`src/design/rpc_pkg.sv`:
```
// rpc_pkg: shared types and constants for the record payload checker.
// Holds the phase codes, status codes, parser state and result beat structs.
// No dependencies.
package rpc_pkg;

	// Parse phase, which doubles as the part code on each result beat
	typedef enum logic [2:0] {
		PH_MAGIC   = 3'd0,
		PH_COUNT   = 3'd1,
		PH_NAMELEN = 3'd2,
		PH_NAME    = 3'd3,
		PH_KIND    = 3'd4,
		PH_VALLEN  = 3'd5,
		PH_VALUE   = 3'd6,
		PH_DONE    = 3'd7
	} phase_t;

	// Part code for bytes after the parse has ended or failed
	localparam logic [2:0] PART_DISCARD = 3'd7;

	// Status codes
	localparam logic [2:0] ST_PROGRESS     = 3'd0;
	localparam logic [2:0] ST_ACCEPTED     = 3'd1;
	localparam logic [2:0] ST_BAD_MAGIC    = 3'd2;
	localparam logic [2:0] ST_TRUNCATED    = 3'd3;
	localparam logic [2:0] ST_EMPTY_NAME   = 3'd4;
	localparam logic [2:0] ST_UNKNOWN_KIND = 3'd5;
	localparam logic [2:0] ST_TRAILING     = 3'd6;

	// Value kinds
	localparam logic [2:0] KIND_NULL    = 3'd0;
	localparam logic [2:0] KIND_INTEGER = 3'd1;
	localparam logic [2:0] KIND_REAL    = 3'd2;
	localparam logic [2:0] KIND_TEXT    = 3'd3;
	localparam logic [2:0] KIND_BINARY  = 3'd4;

	// Fixed value length of integer and real fields
	localparam logic [31:0] FIXED_VALUE_LEN = 32'd8;

	// Magic sequence 'S' 'Q' 'F' '1'
	localparam logic [7:0] MAGIC [4] = '{8'h53, 8'h51, 8'h46, 8'h31};

	typedef struct packed {
		phase_t      phase;
		logic [1:0]  byte_idx;      // byte position inside a multi-byte part
		logic [31:0] bytes_left;    // length being gathered, or bytes still due
		logic [31:0] fields_left;
		logic [31:0] field_counter;
		logic [2:0]  cur_kind;
		logic [2:0]  err;           // sticky first error, ST_PROGRESS if none
	} rpc_state_t;

	localparam rpc_state_t RESET_STATE = '{
		phase:         PH_MAGIC,
		byte_idx:      2'd0,
		bytes_left:    32'd4,
		fields_left:   32'd0,
		field_counter: 32'd0,
		cur_kind:      KIND_NULL,
		err:           ST_PROGRESS
	};

	typedef struct packed {
		logic [7:0]  byte_out;
		logic [2:0]  part;
		logic [31:0] field_number;
		logic [2:0]  value_kind;
		logic        field_done;
		logic        payload_done;
		logic [2:0]  status;
	} rpc_result_t;

endpackage

```
`src/design/rpc_parse.sv`:
```
// rpc_parse: per-byte parse step, combinational.
// Computes the next parser state and the tagged result for one byte.
// Depends on rpc_pkg.
module rpc_parse (
	input  rpc_pkg::rpc_state_t  cur,
	input  logic [7:0]           data_byte,
	input  logic                 final_byte,
	output rpc_pkg::rpc_state_t  nxt,
	output rpc_pkg::rpc_result_t res
);
	import rpc_pkg::*;

	logic [31:0] placed;
	logic        finish;

	// Byte moved to its little-endian position within a length word
	assign placed = {24'd0, data_byte} << {cur.byte_idx, 3'b000};

	always_comb begin
		nxt              = cur;
		finish           = 1'b0;
		res.byte_out     = data_byte;
		res.part         = PART_DISCARD;
		res.field_number = cur.field_counter;
		res.value_kind   = KIND_NULL;
		res.field_done   = 1'b0;
		res.payload_done = final_byte;
		res.status       = ST_PROGRESS;

		if (cur.err != ST_PROGRESS) begin
			// error held: byte is discarded
		end else if (cur.phase == PH_DONE) begin
			nxt.err = ST_TRAILING;
		end else begin
			res.part = cur.phase;
			case (cur.phase)
				PH_MAGIC: begin
					res.field_number = 32'd0;
					if (data_byte != MAGIC[cur.byte_idx]) begin
						nxt.err = ST_BAD_MAGIC;
					end else begin
						nxt.byte_idx = cur.byte_idx + 2'd1;
						if (cur.byte_idx == 2'd3) begin
							nxt.phase       = PH_COUNT;
							nxt.byte_idx    = 2'd0;
							nxt.fields_left = 32'd0;
						end
					end
				end
				PH_COUNT: begin
					res.field_number = 32'd0;
					nxt.fields_left  = cur.fields_left | placed;
					nxt.byte_idx     = cur.byte_idx + 2'd1;
					if (cur.byte_idx == 2'd3) begin
						nxt.field_counter = 32'd0;
						if ((cur.fields_left | placed) == 32'd0) begin
							nxt.phase = PH_DONE;
						end else begin
							nxt.phase      = PH_NAMELEN;
							nxt.byte_idx   = 2'd0;
							nxt.bytes_left = 32'd0;
							nxt.cur_kind   = KIND_NULL;
						end
					end
				end
				PH_NAMELEN: begin
					nxt.bytes_left = cur.bytes_left | placed;
					nxt.byte_idx   = cur.byte_idx + 2'd1;
					if (cur.byte_idx == 2'd1) begin
						if ((cur.bytes_left | placed) == 32'd0)
							nxt.err = ST_EMPTY_NAME;
						else
							nxt.phase = PH_NAME;
					end
				end
				PH_NAME: begin
					nxt.bytes_left = cur.bytes_left - 32'd1;
					if (cur.bytes_left == 32'd1)
						nxt.phase = PH_KIND;
				end
				PH_KIND: begin
					if (data_byte > {5'd0, KIND_BINARY}) begin
						nxt.err = ST_UNKNOWN_KIND;
					end else begin
						nxt.cur_kind   = data_byte[2:0];
						res.value_kind = data_byte[2:0];
						if (data_byte[2:0] == KIND_NULL) begin
							finish = 1'b1;
						end else if (data_byte[2:0] <= KIND_REAL) begin
							nxt.phase      = PH_VALUE;
							nxt.bytes_left = FIXED_VALUE_LEN;
						end else begin
							nxt.phase      = PH_VALLEN;
							nxt.byte_idx   = 2'd0;
							nxt.bytes_left = 32'd0;
						end
					end
				end
				PH_VALLEN: begin
					res.value_kind = cur.cur_kind;
					nxt.bytes_left = cur.bytes_left | placed;
					nxt.byte_idx   = cur.byte_idx + 2'd1;
					if (cur.byte_idx == 2'd3) begin
						if ((cur.bytes_left | placed) == 32'd0)
							finish = 1'b1;
						else
							nxt.phase = PH_VALUE;
					end
				end
				PH_VALUE: begin
					res.value_kind = cur.cur_kind;
					nxt.bytes_left = cur.bytes_left - 32'd1;
					if (cur.bytes_left == 32'd1)
						finish = 1'b1;
				end
				default: begin
					nxt = cur;
				end
			endcase
		end

		// Field complete: move to the next field or to the end
		if (finish) begin
			res.field_done    = 1'b1;
			nxt.fields_left   = cur.fields_left - 32'd1;
			nxt.field_counter = cur.field_counter + 32'd1;
			if (cur.fields_left == 32'd1) begin
				nxt.phase = PH_DONE;
			end else begin
				nxt.phase      = PH_NAMELEN;
				nxt.byte_idx   = 2'd0;
				nxt.bytes_left = 32'd0;
				nxt.cur_kind   = KIND_NULL;
			end
		end

		// Status of this beat
		if (nxt.err != ST_PROGRESS)
			res.status = nxt.err;
		else if (final_byte)
			res.status = (nxt.phase == PH_DONE) ? ST_ACCEPTED : ST_TRUNCATED;

		// Final byte returns the parser to its reset state
		if (final_byte)
			nxt = RESET_STATE;
	end

endmodule

```
`config.mk`:
```
export PLATFORM = sky130hd
export DESIGN_NAME = rpc_parse
export DESIGN_NICKNAME = d
export VERILOG_FILES = /design/src/design/rpc_pkg.sv /design/src/design/rpc_parse.sv
export SDC_FILE = /design/constraint.sdc
export NUM_CORES = 1
export LEC_CHECK = 0
export ABC_CLOCK_PERIOD_IN_PS = 8200
export BUFFER_PORTS_ARGS = -buffer_cell sky130_fd_sc_hd__buf_2
export CORE_ASPECT_RATIO = 0.8
export CORE_MARGIN = 5
export CORE_UTILIZATION = 52
export DETAILED_ROUTE_END_ITERATION = 16
export PLACE_DENSITY = 0.95
export SLEW_MARGIN = 15
export SYNTH_ARGS = -nofsm -noshare
export SYNTH_HDL_FRONTEND = slang
export SYNTH_SLANG_ARGS = --single-unit
```
`constraint.sdc`:
```
create_clock -name vclk -period 8.2
set_input_delay 0.82 -clock vclk [all_inputs]
set_output_delay 0.82 -clock vclk [all_outputs]
set_load 0.01 [all_outputs]
```
==> tab_implementation.tex <==
\begin{tabular}{lr}
\hline
Metric & Value \\
\hline
\multicolumn{2}{l}{\textbf{Synthesis}} \\
Yosys Warn Count & 0 \\
Combinational family with the most area after synthesis & compound AO/OA/AOI/OAI gates \\
Synth cell types & 78 \\
Fraction of the mapped netlist area in adder cells & under 10\% \\
Simple-gate area share of the yosys netlist & 41.9\% \\
Cell area after technology mapping & between 5000 and 6000 sq um \\
Post-synthesis area per instance & a little under 6 sq um \\
Compound-Gate Fraction of Synth Area & approximately 43\% \\
Sequential fraction of the synthesis area & 0\% \\
Mux contribution to synthesized area & between 1 and 1.5\% \\
Post-Syn Nets & 1020 \\
Post-Synthesis Cells & a little under 900 \\
XOR/XNOR Fraction of Synth Area & roughly 1.5\% \\
\multicolumn{2}{l}{\textbf{Worst setup path}} \\
Critical Path Source Type & primary input \\
Capture point of the critical path & nxt[21] \\
Maximum fanout along the worst path & 24 \\
Startpoint of the worst setup timing path & cur[103] \\
Required time of the critical path & roughly 7400 ps \\
Category of the most critical setup path & in2out \\
Element type at the critical path end & output pin \\
Data arrival time of the critical path & about 5300 ps \\
\multicolumn{2}{l}{\textbf{Clocking}} \\
Resized Gates After CTS & 0 \\
Post-CTS repair timing setup buffer count & 0 \\
Number of hold buffers added after cts & 0 \\
\multicolumn{2}{l}{\textbf{Final layout}} \\
Share of the core filled with cells & around 66\% \\
Most common cell after layout, fill and taps aside & sky130\_fd\_sc\_hd\_\_buf\_2 \\
Non-filler instance count after layout & 1229 \\
Commonest non-fill, non-tap cells in the layout & sky130\_fd\_sc\_hd\_\_buf\_2 (274), sky130\_fd\_sc\_hd\_\_nand2\_1 (102), sky130\_fd\_sc\_hd\_\_a21oi\_1 (100), sky130\_fd\_sc\_hd\_\_nor2\_1 (87), sky130\_fd\_sc\_hd\_\_o21ai\_0 (49) \\
Final nets & 1221 \\
Fraction of layout instances using a drive strength above 1 & 28.5\% \\
Clock buffer count & 0 \\
Layout-stage area growth over the synthesis result & 23.3\% \\
Sequential cell count & 0 \\
Storage element area & 0 sq um \\
Final instance area & between 6000 and 7000 sq um \\
\multicolumn{2}{l}{\textbf{Route}} \\
Post-DR vias/cell & 6.93 \\
Count of vias placed by the detailed router & between 8k and 9k \\
DRC marker count from the first detailed-route iteration & 1177 \\
Number of nets still failing antenna checks after routing & 0 \\
Average routed wire per standard cell & around 20 um \\
Total wire length & around 24 mm \\
DRC errors left & 0 \\
Drt first pass iters & 6 \\
\multicolumn{2}{l}{\textbf{GRT}} \\
Number of global-route vias before repair & between 7k and 8k \\
Met3 usage & 5.74\% \\
Antenna violations before repair & 1 \\
First-pass GRT wire length & about 37 mm \\
Grt met1 use & a little under half \\
Busiest layer in global routing & met2 \\
Global router's overall resource usage & a little over a third \\
Met2 usage & between 60\% and 70\% \\
Pin count of the biggest net entering global routing & 43 \\
Overall overflow remaining after global route & 0 \\
\multicolumn{2}{l}{\textbf{Place}} \\
Instance area after placement & between 6000 and 7000 sq um \\
Port Buffers & about 270 \\
DP Wirelength & between 15 and 20 mm \\
Pre-CTS worst setup slack & about 2300 ps \\
Placed Instances & between 1k and 1.5k \\
Final GP Congestion & a little over 1 \\
\multicolumn{2}{l}{\textbf{Job}} \\
Max-cap violations & 0 \\
\multicolumn{2}{l}{\textbf{Floorplanning}} \\
Boundary Pins & between 200 and 300 \\
Die Outline Area & about 12000 sq um \\
Initial Utilization & between 50 and 60\% \\
Area of the core & about 9700 sq um \\
Horizontal die dimension & 122 um \\
Die outline height & $\sim$99 um \\
Placement row count & 32 \\
\multicolumn{2}{l}{\textbf{Pwr}} \\
Worst IR Drop VDD & about 38 uV \\
Total power & 0.285 mW \\
Lkg Pwr & 2.68 nW \\
Power density over cell area & about 44 nW/um\^{}2 \\
\multicolumn{2}{l}{\textbf{STA}} \\
Setup WS post-layout & between 2000 and 2500 ps \\
Maximum clock frequency & $\sim$160 MHz \\
Final Slew Violations & 0 \\
Final worst path period share & 74.1\% \\
Slew of the pin with the lowest slew margin & 1000 ps \\
Final number of hold-violating endpoints & 0 \\
Shortest period the worst path allows & a little over 6000 ps \\
Relative slew margins & around a third \\
Number of setup violations in the final report & 0 \\
Final-layout setup total negative slack & 0 ps \\
Hold slack final & 1960 ps \\
Unrepaired setup endpoints after global routing & false \\
\multicolumn{2}{l}{\textbf{Outcome}} \\
Run status & finished, final reports clean \\
\multicolumn{2}{l}{\textbf{Hold path}} \\
Classification of the worst-slack hold path & in2out \\
\hline
\end{tabular}
metal layers:
metal  up-vias  wire length, um
met5         -                0
met2       796            11000
met1      3805             8910
met3       123             3580
li1       3792                -
met4         0             1040
kinds of logic (layout without fill, tap and decap cells):
| logic type | Yosys count | in the layout |
|---|---|---|
| buffers and inverters | 107 | 306 |
| AO/OA/AOI/OAI | 334 | 334 |
| other | 0 | 1 |
| multiplexers | 7 | 7 |
| XOR/XNOR | 9 | 9 |
| AND/OR/NAND/NOR | 425 | 425 |
| adder cells (fa/ha/maj) | 11 | 11 |
area by class of cell:
| type | count | area, sq um |
|---|---|---|
| Tap cell | 136 | 170 |
| Inverter | 26 | 97.6 |
| Multi-Input combinational cell | 786 | 4730 |
| Fill cell | 968 | 3280 |
| Timing Repair Buffer | 280 | 1420 |
| Antenna cell | 1 | 2.50 |
worst min-delay path by stage:
stage / slack [ps] / to / from / cells past startpoint
2_1_floorplan: 1720 / nxt[52] / cur[52] / 1
3_3_place_gp: 1950 / nxt[55] / cur[55] / 3
3_5_place_dp: 1950 / nxt[55] / cur[55] / 3
4_1_cts: 1950 / nxt[29] / cur[29] / 3
5_1_grt: 1970 / nxt[57] / cur[57] / 3
6_report: 1960 / nxt[55] / cur[55] / 3
cells in the mapped netlist, types with 11 or more instances:
library cell	count	area [sq um]
sky130_fd_sc_hd__nor2b_1	35	219
sky130_fd_sc_hd__a31oi_1	15	93.8
sky130_fd_sc_hd__clkbuf_1	53	199
sky130_fd_sc_hd__or3_1	23	144
sky130_fd_sc_hd__inv_1	24	90.1
sky130_fd_sc_hd__a211oi_1	15	113
sky130_fd_sc_hd__buf_4	12	90.1
sky130_fd_sc_hd__a21oi_1	100	500
sky130_fd_sc_hd__nor3_1	39	195
sky130_fd_sc_hd__nor2_1	88	330
sky130_fd_sc_hd__nand2_1	102	383
sky130_fd_sc_hd__nand2b_1	11	68.8
sky130_fd_sc_hd__a311oi_1	13	114
sky130_fd_sc_hd__and3_1	13	81.3
sky130_fd_sc_hd__nor4_1	23	144
sky130_fd_sc_hd__nand3_1	30	150
sky130_fd_sc_hd__o21ai_0	50	250
sky130_fd_sc_hd__a21o_1	14	105
sky130_fd_sc_hd__a22oi_1	12	90.1
sky130_fd_sc_hd__o211ai_1	18	135
sky130_fd_sc_hd__ha_1	11	138
report_power, final:
part / total, mW / internal [mW] / switching [mW]
logic: 0.285 / 0.104 / 0.181
clock network: 0.0000000163 / 0.0000000163 / 0
registers: 0 / 0 / 0
total: 0.285 / 0.104 / 0.181
worst max-delay path: stages:
cell and delay, ps:
sky130_fd_sc_hd__buf_2 270, sky130_fd_sc_hd__nor2b_1 640, sky130_fd_sc_hd__a21oi_1 80, sky130_fd_sc_hd__nor4_1 840, sky130_fd_sc_hd__nand4_1 780, sky130_fd_sc_hd__a2111o_1 900, sky130_fd_sc_hd__or4_1 560, sky130_fd_sc_hd__a21oi_1 170
sky130_fd_sc_hd__buf_2 160
(Power assumes the default switching activity.)
